### config.mk
export PLATFORM = sky130hd
export DESIGN_NAME = date_add_days
export DESIGN_NICKNAME = d
export VERILOG_FILES = /design/src/rtl/dad_pkg.sv /design/src/rtl/date_add_days.sv
export SDC_FILE = /design/constraint.sdc
export NUM_CORES = 1
export LEC_CHECK = 0
export BUFFER_PORTS_ARGS = -buffer_cell sky130_fd_sc_hd__buf_2
export CAP_MARGIN = 20
export CORE_ASPECT_RATIO = 0.5
export CORE_MARGIN = 4
export CORE_UTILIZATION = 40
export CTS_CLUSTER_DIAMETER = 80
export CTS_CLUSTER_SIZE = 20
export DETAILED_ROUTE_END_ITERATION = 16
export MAX_ROUTING_LAYER = met4
export PLACE_DENSITY = 0.64
export SYNTH_ARGS = -nofsm -noshare
export SYNTH_HDL_FRONTEND = slang
export SYNTH_SLANG_ARGS = --single-unit
### constraint.sdc
create_clock -name clk -period 5.15 [get_ports clk]
set_input_delay 0.515 -clock clk [delete_from_list [all_inputs] [get_ports clk]]
set_output_delay 0.515 -clock clk [all_outputs]
set_load 0.02 [all_outputs]
### src/rtl/dad_pkg.sv
// Package for the date adder: sequencer states, calendar limits and month lengths.
// Used by date_add_days and its checker; depends on nothing else.
package dad_pkg;

  localparam int unsigned YearW  = 14;
  localparam int unsigned MonthW = 4;
  localparam int unsigned DayW   = 5;
  localparam int unsigned OffW   = 13;
  // Working day count: day_in plus offset spans -4096..4126
  localparam int unsigned DaccW  = 14;

  localparam logic [YearW-1:0]  MinYear   = 14'd1;
  localparam logic [YearW-1:0]  MaxYear   = 14'd9999;
  localparam logic [YearW-1:0]  LeapCycle = 14'd400;
  localparam logic [8:0]        LastRem   = 9'd399;
  localparam logic [MonthW-1:0] Jan       = 4'd1;
  localparam logic [MonthW-1:0] Feb       = 4'd2;
  localparam logic [MonthW-1:0] Dec       = 4'd12;
  localparam logic [DayW-1:0]   LastDay   = 5'd31;

  typedef enum logic [2:0] {
    ST_IDLE,
    ST_REDUCE,
    ST_FWD,
    ST_BWD,
    ST_DONE
  } dad_state_t;

  // Days in month m; leap selects 29 for February
  function automatic logic [DayW-1:0] month_len(input logic leap, input logic [MonthW-1:0] m);
    logic [DayW-1:0] len;
    case (m)
      4'd2:                      len = leap ? 5'd29 : 5'd28;
      4'd4, 4'd6, 4'd9, 4'd11:   len = 5'd30;
      default:                   len = 5'd31;
    endcase
    return len;
  endfunction

endpackage

### src/rtl/date_add_days.sv
// Sequencing: ST_REDUCE takes the year mod 400, then ST_FWD and ST_BWD cross months one at
// a time; the single day adder handles one month a cycle.
// Throughput: one request at a time; busy stays high from acceptance until the result strobe.
// The result is shown for one cycle on out_valid; the receiver cannot stall.
// Reset (rst_n low, synchronous) returns the sequencer to idle with busy and out_valid low.
// Gregorian date plus signed day offset, normalized one month per cycle.
// Depends on dad_pkg.
module date_add_days (
  input  logic                          clk,
  input  logic                          rst_n,
  input  logic                          start,
  output logic                          busy,
  input  logic [dad_pkg::YearW-1:0]     in_year_in,
  input  logic [dad_pkg::MonthW-1:0]    in_month_in,
  input  logic [dad_pkg::DayW-1:0]      in_day_in,
  input  logic signed [dad_pkg::OffW-1:0] in_day_offset,
  output logic                          out_valid,
  output logic [dad_pkg::YearW-1:0]     out_year_out,
  output logic [dad_pkg::MonthW-1:0]    out_month_out,
  output logic [dad_pkg::DayW-1:0]      out_day_out,
  output logic                          out_range_error
);
  import dad_pkg::*;

  dad_state_t state_r, state_nxt;

  logic [YearW-1:0]        year_r, year_nxt;
  logic [MonthW-1:0]       month_r, month_nxt;
  logic signed [DaccW-1:0] day_r, day_nxt;
  logic [YearW-1:0]        rem_r, rem_nxt;   // year mod 400 after reduction
  logic                    err_r, err_nxt;

  logic                    accept;
  logic [YearW-1:0]        year_clamp;
  logic [MonthW-1:0]       month_clamp;
  logic signed [DaccW-1:0] day_start;
  logic                    cent, leap;
  logic [MonthW-1:0]       month_prev;
  logic [DayW-1:0]         len_cur, len_prev;
  logic                    fwd_step, bwd_step;
  logic signed [DaccW-1:0] add_b, day_sum;
  logic [8:0]              rem9;

  assign accept = start && !busy;

  // Input clamping and initial day count
  always_comb begin
    if (in_year_in < MinYear)      year_clamp = MinYear;
    else if (in_year_in > MaxYear) year_clamp = MaxYear;
    else                           year_clamp = in_year_in;
    if (in_month_in < Jan)         month_clamp = Jan;
    else if (in_month_in > Dec)    month_clamp = Dec;
    else                           month_clamp = in_month_in;
    day_start = $signed({{(DaccW-DayW){1'b0}}, in_day_in})
              + $signed({{(DaccW-OffW){in_day_offset[OffW-1]}}, in_day_offset});
  end

  // Leap test from the tracked year mod 400
  assign rem9 = rem_r[8:0];
  assign cent = (rem9 == 9'd0) || (rem9 == 9'd100) || (rem9 == 9'd200) || (rem9 == 9'd300);
  assign leap = ((year_r[1:0] == 2'b00) && !cent) || (rem9 == 9'd0);

  // Month lengths: current month going forward, previous month going back.
  // Stepping back into February never changes the year, so one leap bit serves.
  assign month_prev = (month_r == Jan) ? Dec : month_r - 4'd1;
  assign len_cur    = month_len(leap, month_r);
  assign len_prev   = month_len(leap, month_prev);

  assign fwd_step = day_r > $signed({{(DaccW-DayW){1'b0}}, len_cur});
  assign bwd_step = day_r < $signed(14'sd1);

  // Shared day adder: subtract the month going forward, add it going back
  always_comb begin
    if (state_r == ST_FWD) add_b = -$signed({{(DaccW-DayW){1'b0}}, len_cur});
    else                   add_b =  $signed({{(DaccW-DayW){1'b0}}, len_prev});
    day_sum = day_r + add_b;
  end

  // Next state
  always_comb begin
    state_nxt = state_r;
    case (state_r)
      ST_IDLE:   if (accept) state_nxt = ST_REDUCE;
      ST_REDUCE: if (rem_r < LeapCycle) state_nxt = ST_FWD;
      ST_FWD: begin
        if (!fwd_step) state_nxt = ST_BWD;
        else if (month_r == Dec && year_r == MaxYear) state_nxt = ST_DONE;
      end
      ST_BWD: if (!bwd_step) state_nxt = ST_DONE;
      ST_DONE:   state_nxt = ST_IDLE;
      default:   state_nxt = ST_IDLE;
    endcase
  end

  // Datapath updates
  always_comb begin
    year_nxt  = year_r;
    month_nxt = month_r;
    day_nxt   = day_r;
    rem_nxt   = rem_r;
    err_nxt   = err_r;
    case (state_r)
      ST_IDLE: begin
        if (accept) begin
          year_nxt  = year_clamp;
          month_nxt = month_clamp;
          day_nxt   = day_start;
          rem_nxt   = year_clamp;
          err_nxt   = 1'b0;
        end
      end
      ST_REDUCE: begin
        if (rem_r >= LeapCycle) rem_nxt = rem_r - LeapCycle;
      end
      ST_FWD: begin
        if (fwd_step) begin
          day_nxt = day_sum;
          if (month_r == Dec) begin
            if (year_r == MaxYear) begin
              // ran past the last year: saturate
              err_nxt   = 1'b1;
              month_nxt = Dec;
              day_nxt   = $signed({{(DaccW-DayW){1'b0}}, LastDay});
            end else begin
              month_nxt = Jan;
              year_nxt  = year_r + 14'd1;
              rem_nxt   = (rem9 == LastRem) ? '0 : rem_r + 14'd1;
            end
          end else begin
            month_nxt = month_r + 4'd1;
          end
        end
      end
      ST_BWD: begin
        if (bwd_step) begin
          if (month_r == Jan && year_r == MinYear) begin
            // ran before the first year: saturate
            err_nxt   = 1'b1;
            month_nxt = Jan;
            day_nxt   = 14'sd1;
          end else begin
            month_nxt = month_prev;
            day_nxt   = day_sum;
            if (month_r == Jan) begin
              year_nxt = year_r - 14'd1;
              rem_nxt  = (rem9 == 9'd0) ? {5'd0, LastRem} : rem_r - 14'd1;
            end
          end
        end
      end
      default: ;
    endcase
  end

  // Outputs
  always_comb begin
    busy            = (state_r != ST_IDLE);
    out_valid       = (state_r == ST_DONE);
    out_year_out    = year_r;
    out_month_out   = month_r;
    out_day_out     = day_r[DayW-1:0];
    out_range_error = err_r;
  end

  // Control state
  always_ff @(posedge clk) begin
    if (!rst_n) begin
      state_r <= ST_IDLE;
    end else begin
      state_r <= state_nxt;
    end
  end

  // Payload registers
  always_ff @(posedge clk) begin
    year_r  <= year_nxt;
    month_r <= month_nxt;
    day_r   <= day_nxt;
    rem_r   <= rem_nxt;
    err_r   <= err_nxt;
  end

endmodule

Word-level counts from Yosys, hierarchy flattened
Index checks and enable logic that the tools add are counted.

word-level totals
  register bits after elaboration = 50
  bits of input ports = 39

operators by class
  add/subtract/negate cells = 10
  magnitude comparators = 8
  equality and inequality tests = 35
  muxes and demuxes = 54
  reductions and logical operators = 23

operator list
  kind                                                                                   number
  14-bit 2-to-1 mux                                                                      25
  14-bit one-hot mux with 3 select lines                                                 2
  14-bit one-hot mux with 4 select lines                                                 1
  4-bit 2-to-1 mux                                                                       9
  14-bit by 1-bit adder with 14-bit output (second input constant)                       2
  14-bit by 1-bit subtractor with 14-bit output (second input constant)                  2
  4-bit == test (second input constant)                                                  5
  2-bit inequality test (second input constant)                                          10
  9-bit == test (second input constant)                                                  2
  4-bit by 3-bit == test with 1-bit output (second input constant)                       4
  3-bit 2-to-1 mux                                                                       5
  14-bit adder                                                                           1
  6-bit by 13-bit adder with 14-bit output                                               1
  14-bit by 1-bit == test with 1-bit output (second input constant)                      1
  14-bit == test (second input constant)                                                 1
  14-bit by 9-bit greater-or-equal comparator with 1-bit output (second input constant)  1
  14-bit > comparator (second input constant)                                            1
  14-bit by 6-bit > comparator with 1-bit output                                         1
  14-bit by 1-bit < comparator with 1-bit output (second input constant)                 1
  14-bit by 2-bit < comparator with 1-bit output (second input constant)                 1
  14-bit by 9-bit < comparator with 1-bit output (second input constant)                 1
  5-bit negator with 14-bit output                                                       1
  14-bit by 9-bit subtractor with 14-bit output (second input constant)                  1
  3-bit one-hot mux with 4 select lines                                                  1
  30 further kinds                                                                       50

Logic depth before layout (Yosys ltp)
Gate-level depths: netlist of run 1.

  depth in word-level cells = 16
  depth in mapped cells = 18
  depth with buffers taken out = 18

Least setup slack after synthesis of run 1
OpenSTA, ideal clock, no wires.

  path kind = reg2reg
  start = register rem_r[2]
  end = register day_r[11], data pin
  arrival time = 3.593 ns
  required time = 4.879 ns
  slack = 1.286 ns
  stages on the path, launching flop included = 17
  buffers on the path = 1
  clock period less this slack = 3.864 ns
  path through = edfxtp_1 clkbuf_1 nor4_1 nand3_1 a21o_1 and3_1 o31ai_1 inv_1 ha_1 o32a_1 ha_1 a21oi_1 nor2_1 or4_1 a31oi_1 xor2_1 o22ai_1

on the way
  word-level cells in the longest chain between the ends = 16

RTL lines
  item                                                                                  line                                      text
  from (decl)                                                                           date_add_days.sv:30                       logic [YearW-1:0] rem_r, rem_nxt;
  from (signal assigned)                                                                date_add_days.sv:179                      rem_r <= rem_nxt;
  9-bit by 7-bit == test with 1-bit output / 9-bit logical NOT (equally long branches)  date_add_days.sv:60, date_add_days.sv:61
  1-bit logical OR (3 in a row)                                                         date_add_days.sv:60                       assign cent = (rem9 == 9'd0) || (rem9 == 9'd100) || (rem9 == 9'd200) || (rem9 == 9'd300);
  1-bit logical NOT                                                                     date_add_days.sv:61                       assign leap = ((year_r[1:0] == 2'b00) && !cent) || (rem9 == 9'd0);
  1-bit logical AND                                                                     date_add_days.sv:61
  1-bit logical OR (*)                                                                  date_add_days.sv:61
  1-bit 2-to-1 mux (*)                                                                  dad_pkg.sv:33                             4'd2: len = leap ? 5'd29 : 5'd28;
  2-bit one-hot mux with 2 select lines                                                 dad_pkg.sv:32                             case (m)
  5-bit negator with 14-bit output                                                      date_add_days.sv:74                       if (state_r == ST_FWD) add_b = -$signed({{(DaccW-DayW){1'b0}}, len_cur});
  14-bit 2-to-1 mux (*)                                                                 date_add_days.sv:74
  14-bit adder (*)                                                                      date_add_days.sv:76                       day_sum = day_r + add_b;
  14-bit 2-to-1 mux                                                                     date_add_days.sv:119                      if (year_r == MaxYear) begin
  14-bit 2-to-1 mux                                                                     date_add_days.sv:118                      if (month_r == Dec) begin
  14-bit 2-to-1 mux                                                                     date_add_days.sv:116                      if (fwd_step) begin
  14-bit one-hot mux with 3 select lines (*)                                            date_add_days.sv:102                      case (state_r)
  net day_nxt[11]                                                                       date_add_days.sv:29                       logic signed [DaccW-1:0] day_r, day_nxt;
  to (signal assigned)                                                                  date_add_days.sv:178                      day_r <= day_nxt;
  to (decl)                                                                             date_add_days.sv:29

Mark *: on every way through the listed nets, which the timed path passes. The rest lies on a longest branch. The select of a mux whose other input is x is not followed.
A chain may end at the register's enable or synchronous reset.

Worst setup path in the final report of run 1
  start = register rem_r[4]
  end = register day_r[11], data pin

The elaborated chain is that of the path after synthesis.

==> flow_summary.json, run 1 <==
{
  "post-route-period-util_pct": 83.6,
  "drtIter0Drc": 501,
  "async_flop_share_pct": 0,
  "grt_usage_pct": 19.7,
  "rsz0062_at_grt": "no",
  "placed_area_mm2": 0.00553,
  "post_cts_buffers": 0,
  "final_net_count": 735,
  "wl_per_cell_um": 17.4,
  "die_area_mm2": 0.0148,
  "cts_tree": "done",
  "dp_hpwl_mm": 10.9,
  "viasPerCell": 5.83,
  "grt_remaining_overflow": 0,
  "die_w_um": 168,
  "cts_resized": 0,
  "max_stage_delay_ns": 0.53,
  "yosysTopAreaCell": "edfxtp_1",
  "slew_headroom_pct": 42.9,
  "fin_total_pwr_mw": 2.61,
  "synth_area_leaders": "edfxtp_1 (28%), ha_1 (9.5%), o21ai_0 (4.9%)",
  "critPathLaunchType": "flip-flop",
  "avgSynthCellArea_um2": 8.31,
  "yosys_warnings": 0,
  "skew_ns": 0.0106,
  "crit_start": "rem_r[4]$_DFFE_PP_",
  "drv_slew": 0,
  "antenna_left": 0,
  "reg2reg_slack_ns": 0.85,
  "end_kind": "flip-flop",
  "cts_made_buffers": 5,
  "irDropWorstVdd_uv": 193,
  "fin_setup_tns_ns": 0,
  "finalSetupViolCount": 0,
  "ys.flop_type": "edfxtp_1",
  "clock-sinks": 50,
  "slowest_stage": "or4_1",
  "clk_pin_slew_worst_paths_ns": 0.08,
  "drt-total-wl_mm": 14.3,
  "outcome": "complete, no violations",
  "port-buffer-count": 64,
  "synth_seq_cells": 50,
  "stdcell_count": 821,
  "synth_edf_count": 47,
  "syn-num-nets": 695,
  "core-area_mm2": 0.0122,
  "start_util_pct": 42.0,
  "root_buffer": "clkbuf_16",
  "yosysMostFrequentCell": "o21ai_0",
  "grt_pass1_vias": 4438,
  "cp_max_fo": 8,
  "yosysTopAreaCellShare_pct": 27.6,
  "cts_buffer_depth": 2,
  "synth_sequential_area_ratio_pct": 28.8,
  "path_common_cell": "ha_1",
  "rows": 28,
  "n_antenna_cell": 0,
  "yosysUniqueCellTypes": 74,
  "period_minus_slack_ns": 4.30,
  "cts-htree-levels": 2,
  "p_leak_nw": 2.27,
  "clk_latency_ns": 0.30,
  "io_pins": 65,
  "antenna_found_initial": 0,
  "die_h_um": 87.9,
  "hold_viol_final": 0,
  "holdWs_ns": 0.487,
  "maxCapViolations": 0,
  "drc": 0,
  "p_per_area_mw_per_mm2": 458,
  "min_path_type": "in -> reg",
  "arrival_ns": 4.32,
  "design_area_mm2": 0.00570,
  "dp.cells": 813,
  "syn_area_mm2": 0.00511,
  "critPathKind": "reg -> reg",
  "rr_worst_depth": 16,
  "drive_gt1_share_pct": 15.9,
  "vias": 4786,
  "path_delay_family": "compound AO/OA/AOI/OAI gates",
  "syn_inst": 615,
  "rr_startpoint": "rem_r[4]$_DFFE_PP_",
  "gp_congestion": 0.914,
  "timing.critical_path.buf_inv": 2,
  "hold_buffers": 0,
  "cp_cell_sequence": "inv_1 -> ha_1 -> nand3_1 -> a21o_1 -> and3_1 -> o31ai_1 -> inv_1 -> ha_1 -> o32a_1 -> ha_1 -> a21oi_1 -> nor2_1 -> or4_1 -> a31oi_1 -> xor2_1 -> o22ai_1",
  "synth_common_cells": "o21ai_0 (50), nand2_1 (49), edfxtp_1 (47)",
  "grt_pass1_wl_mm": 22.8,
  "dr.pass1.iters": 5,
  "area_growth_pct": 11.6,
  "grt_start_max_net_pins": 38,
  "tightestPinTransition_ns": 0.850,
  "rr_endpoint": "day_r[11]$_DFFE_PP_",
  "cp.required_ns": 5.17,
  "timing.fmax_ghz": 0.232,
  "crit_cells": 16,
  "crit_path_end": "day_r[11]$_DFFE_PP_"
}
==> cell families after synthesis <==
logic type                 Yosys count  share of synthesized area [%]
adders and majority gates           41                           10.3
DFF                                 50                           28.8
xor gates and xnor gates            48                           8.23
AOI/OAI and AO/OA                  180                           22.9
buffers and inverters               68                           5.56
and+or+nand+nor                    222                           22.9
muxes                                6                           1.27
==> placed cells by master (no fill, tap or decap), drive strengths merged, types with 7 or more instances in the layout <==
master / n
xnor2: 26
nor3: 15
nor2b: 10
o22ai: 16
or4: 8
or3: 7
nor4: 7
nand2: 49
o21ai: 51
nand4: 7
xor2: 22
inv: 31
nor2: 47
and2: 9
o211ai: 9
edfxtp: 47
o21a: 7
nand3: 27
ha: 39
a21o: 8
a31oi: 7
a21oi: 32
buf: 71
and3: 7
==> worst register-to-register path, delay by kind of cell, from the launching register on <==
family | cells | cell delay [ns]
and+or+nand+nor | 4 | 1.08
adders and majority gates | 3 | 0.80
DFF | 1 | 0.50
buffers and inverters | 2 | 0.26
xor gates and xnor gates | 1 | 0.17
AOI/OAI and AO/OA | 6 | 1.20
==> flip-flops by register name, summed over array words and instances (netlist names) <==
signal           flops
out_year_out        14
rem_r               14
state_r              3
day_r               14
out_range_error      1
out_month_out        4
==> stage by stage <==
| step | setup WS [ns] | utilization (%) |
|---|---|---|
| finish | 0.846 | 46.9 |
| global route | 0.611 | 46.9 |
| CTS | 0.871 | 46.9 |
| detailed placement | 0.894 | 45.5 |
| global placement | 1.03 | 45.5 |
| floorplan | 1.29 | - |
==> final cells by class <==
cell class / count / area [um2]
Multi-Input combinational cell: 497 / 3360
Inverter: 30 / 113
Fill cell: 1196 / 6450
Clock inverter: 2 / 38.8
Tap cell: 165 / 206
Timing Repair Buffer: 71 / 373
Sequential cell: 50 / 1470
Clock buffer: 6 / 139
==> per-layer routing <==
layer	GRT usage [%]	share of wire (%)	vias up
met5	-	0	-
met4	4.34	1.2	0
met3	2.93	6.5	15
met2	31.3	43	164
met1	27.0	49	2230
li1	-	-	2377
==> power breakdown <==
group / internal, mW / switching (mW)
Sequential: 0.642 / 0.240
Clock: 0.245 / 0.166
Combinational: 0.547 / 0.771
Total: 1.43 / 1.18
==> worst min path at each step <==
stage | from | cells after the start | to | slack (ns)
final | rst_n | 2 | state_r[2]$_SDFFE_PN0P_ | 0.49
after global routing | rst_n | 2 | state_r[2]$_SDFFE_PN0P_ | 0.50
after CTS | rst_n | 2 | state_r[2]$_SDFFE_PN0P_ | 0.48
after detailed placement | rem_r[13]$_DFFE_PP_ | 2 | rem_r[13]$_DFFE_PP_ | 0.65
after global placement | rem_r[13]$_DFFE_PP_ | 2 | rem_r[13]$_DFFE_PP_ | 0.64
after floorplan | rem_r[13]$_DFFE_PP_ | 2 | rem_r[13]$_DFFE_PP_ | 0.59
No activity file was read; power rests on OpenSTA's default activity.
==> inputs of run 2 (changes only) <==
ABC_AREA = 1   (was not set)
PLACE_DENSITY = 0.63   (was 0.64)
clock period = 4.4 ns   (was 5.15 ns; I/O delays follow)
==> run 2 against run 1 <==
Net effect: global-route usage is 1.9 points higher; flip-flop and latch count stayed put; sequential share of layout area is 2.3 points lower; critical path depth is 1 higher.
==> flow_summary.json, run 2 <==
{
  "outcome": "complete, no violations",
  "async_flop_share_pct": 0,
  "final_cell_mix": "nand2_1 (221), nand3_1 (114), inv_1 (104)",
  "crit_cells": 17,
  "drt-total-wl_mm": 17.1,
  "p_leak_nw": 2.93,
  "place_ws_ns": 0.472,
  "cp_max_fo": 8,
  "synthMuxAreaShare_pct": 0,
  "synth_xor_area_share_pct": 2.33,
  "yosysTopAreaCell": "edfxtp_1",
  "fin_setup_tns_ns": 0,
  "max_stage_delay_ns": 0.50,
  "critPathLaunchType": "flip-flop",
  "cts_made_buffers": 5,
  "rr_worst_depth": 17,
  "final_net_count": 994,
  "end_kind": "flip-flop",
  "rsz0062_at_grt": "no",
  "min_path_type": "in -> reg",
  "synthAdderAreaFrac_pct": 9.36,
  "synth_sequential_area_ratio_pct": 26.1,
  "critPathKind": "reg -> reg",
  "grt_usage_pct": 21.6,
  "syn-num-nets": 942,
  "maxCapViolations": 0,
  "grt_start_max_net_pins": 33,
  "avgSynthCellArea_um2": 6.55,
  "ys.flop_type": "edfxtp_1",
  "grt_pass1_vias": 5573,
  "yosysTopAreaCellShare_pct": 25.0,
  "clk_latency_ns": 0.30,
  "die_w_um": 176,
  "irDropWorstVdd_uv": 235,
  "die_h_um": 92.0,
  "synth_common_cells": "nand2_1 (221), nand3_1 (114), inv_1 (104)",
  "cp.required_ns": 4.46,
  "synth_seq_cells": 50,
  "cts_resized": 0,
  "die_area_mm2": 0.0162,
  "post-route-period-util_pct": 91.1,
  "drv_slew": 0,
  "start_util_pct": 41.3,
  "viasPerCell": 5.36,
  "clk_pin_slew_worst_paths_ns": 0.07,
  "hold_path_depth": 3,
  "grt_remaining_overflow": 0,
  "cts-htree-levels": 2,
  "path_common_cell": "nand2_1",
  "vias": 5934,
  "layout_setup_ws_ns": 0.391,
  "slowest_stage": "edfxtp_1",
  "yosys_warnings": 0,
  "timing.fmax_ghz": 0.249,
  "p_per_area_mw_per_mm2": 837,
  "arrival_ns": 4.07,
  "cts_tree": "done",
  "wl_per_cell_um": 15.4,
  "rows": 30,
  "fill_cells": 1475,
  "slew_headroom_pct": 55.8,
  "post_cts_buffers": 0,
  "synth_area_leaders": "edfxtp_1 (25%), nand2_1 (15%), nand3_1 (10%)",
  "area_growth_pct": 10.8,
  "gp_congestion": 0.916,
  "cts_buffer_depth": 2,
  "root_buffer": "clkbuf_16",
  "drive_gt1_share_pct": 12.2,
  "yosysMostFrequentCell": "nand2_1",
  "dp_hpwl_mm": 13.3,
  "antenna_found_initial": 0,
  "antenna_left": 0,
  "dr.pass1.iters": 5,
  "synthSimpleGateAreaFrac_pct": 39.8,
  "synth_edf_count": 47,
  "skew_ns": 0.00459,
  "period_minus_slack_ns": 4.01,
  "cp_cell_sequence": "inv_1 -> ha_1 -> nand4_1 -> nor2_2 -> inv_1 -> nand3_1 -> nand2_1 -> ha_1 -> or2_2 -> ha_1 -> nand2_1 -> o21ai_0 -> nand4_1 -> nand3_1 -> nand2_1 -> nand3_1 -> nand2_1",
  "io_pins": 65,
  "drtIter0Drc": 565,
  "tightestPinTransition_ns": 0.657,
  "syn_inst": 862,
  "syn_area_mm2": 0.00564,
  "yosysUniqueCellTypes": 43,
  "timing.critical_path.buf_inv": 2,
  "final_common_cell": "nand2_1",
  "core-area_mm2": 0.0137,
  "hold_viol_final": 0,
  "hold_buffers": 0,
  "clock-sinks": 50,
  "finalSetupViolCount": 0,
  "synth_compound_area_share_pct": 12.1,
  "path_delay_family": "simple AND/OR/NAND/NOR gates",
  "synth_top_family_by_area": "simple AND/OR/NAND/NOR gates",
  "grt_pass1_wl_mm": 27.9,
  "port-buffer-count": 64,
  "n_antenna_cell": 0,
  "drc": 0
}
run 2: cell count changes after synthesis, sizes merged, moves of 10 or more:
cell    delta
nand2    +178
nand3     +87
inv       +81
nor2      +44
clkbuf    -24
xnor2     -20
nand4     +17
a21oi     +15
o22ai     -13
xor2      -13
nor3      +12
buf       +10
nor2b     -10
run 2: worst min-delay path, delay by kind of cell:
kind / cells / cell delay [ns]
buffers and inverters: 1 / 0.11
and+or+nand+nor: 2 / 0.09
run 2: final cells by class:
| type | instances | area [um2] | area share [%] |
|---|---|---|---|
| multi-input cells | 676 | 3590 | 57.5 |
| well taps | 192 | 240 | 3.84 |
| repair buffers | 69 | 358 | 5.72 |
| clock inverters | 2 | 37.5 | 0.600 |
| clock buffers | 6 | 129 | 2.06 |
| flip-flops and latches | 50 | 1470 | 23.5 |
| inverters | 112 | 425 | 6.80 |
run 2: worst paths after layout:
kind,start,end,slack (ns)
worst min register to register,state_r[1]$_SDFFE_PN0P_,state_r[1]$_SDFFE_PN0P_,0.59
worst min-delay path,rst_n,state_r[1]$_SDFFE_PN0P_,0.38
worst max register to register,rem_r[4]$_DFFE_PP_,day_r[12]$_DFFE_PP_,0.39
worst max-delay path,rem_r[4]$_DFFE_PP_,day_r[12]$_DFFE_PP_,0.39
run 2: cell families after synthesis:
logic type                 Yosys count
and+or+nand+nor                    495
AOI/OAI and AO/OA                  125
xor gates and xnor gates            15
buffers and inverters              136
adders and majority gates           41
DFF                                 50
run 2: routing by layer:
layer | GRT usage [%] | up-vias | share of wire, %
li1 | - | 3009 | -
met1 | 30.1 | 2720 | 49
met2 | 34.6 | 193 | 45
met3 | 2.84 | 12 | 5.6
met4 | 3.31 | 0 | 0.87
met5 | - | - | 0
run 2: metrics by stage:
step / cells / power, mW / util [%] / hold slack (ns) / cell area [um2]
global route: 1107 / 5.73 / 45.8 / 0.387 / 6250
detailed placement: 1099 / 4.73 / 44.6 / 0.586 / 6090
CTS: 1107 / 5.22 / 45.8 / 0.372 / 6250
global placement: 1099 / 4.72 / 44.6 / 0.579 / 6090
floorplan: 862 / 3.85 / - / 0.553 / 5640
finish: 1107 / 5.24 / 45.8 / 0.378 / 6250
run 2: report_power, final:
part / total [mW] / switching [mW] / internal (mW)
combinational: 3.38 / 2.26 / 1.12
sequential: 1.39 / 0.408 / 0.985
clock: 0.467 / 0.197 / 0.270
total: 5.24 / 2.87 / 2.37
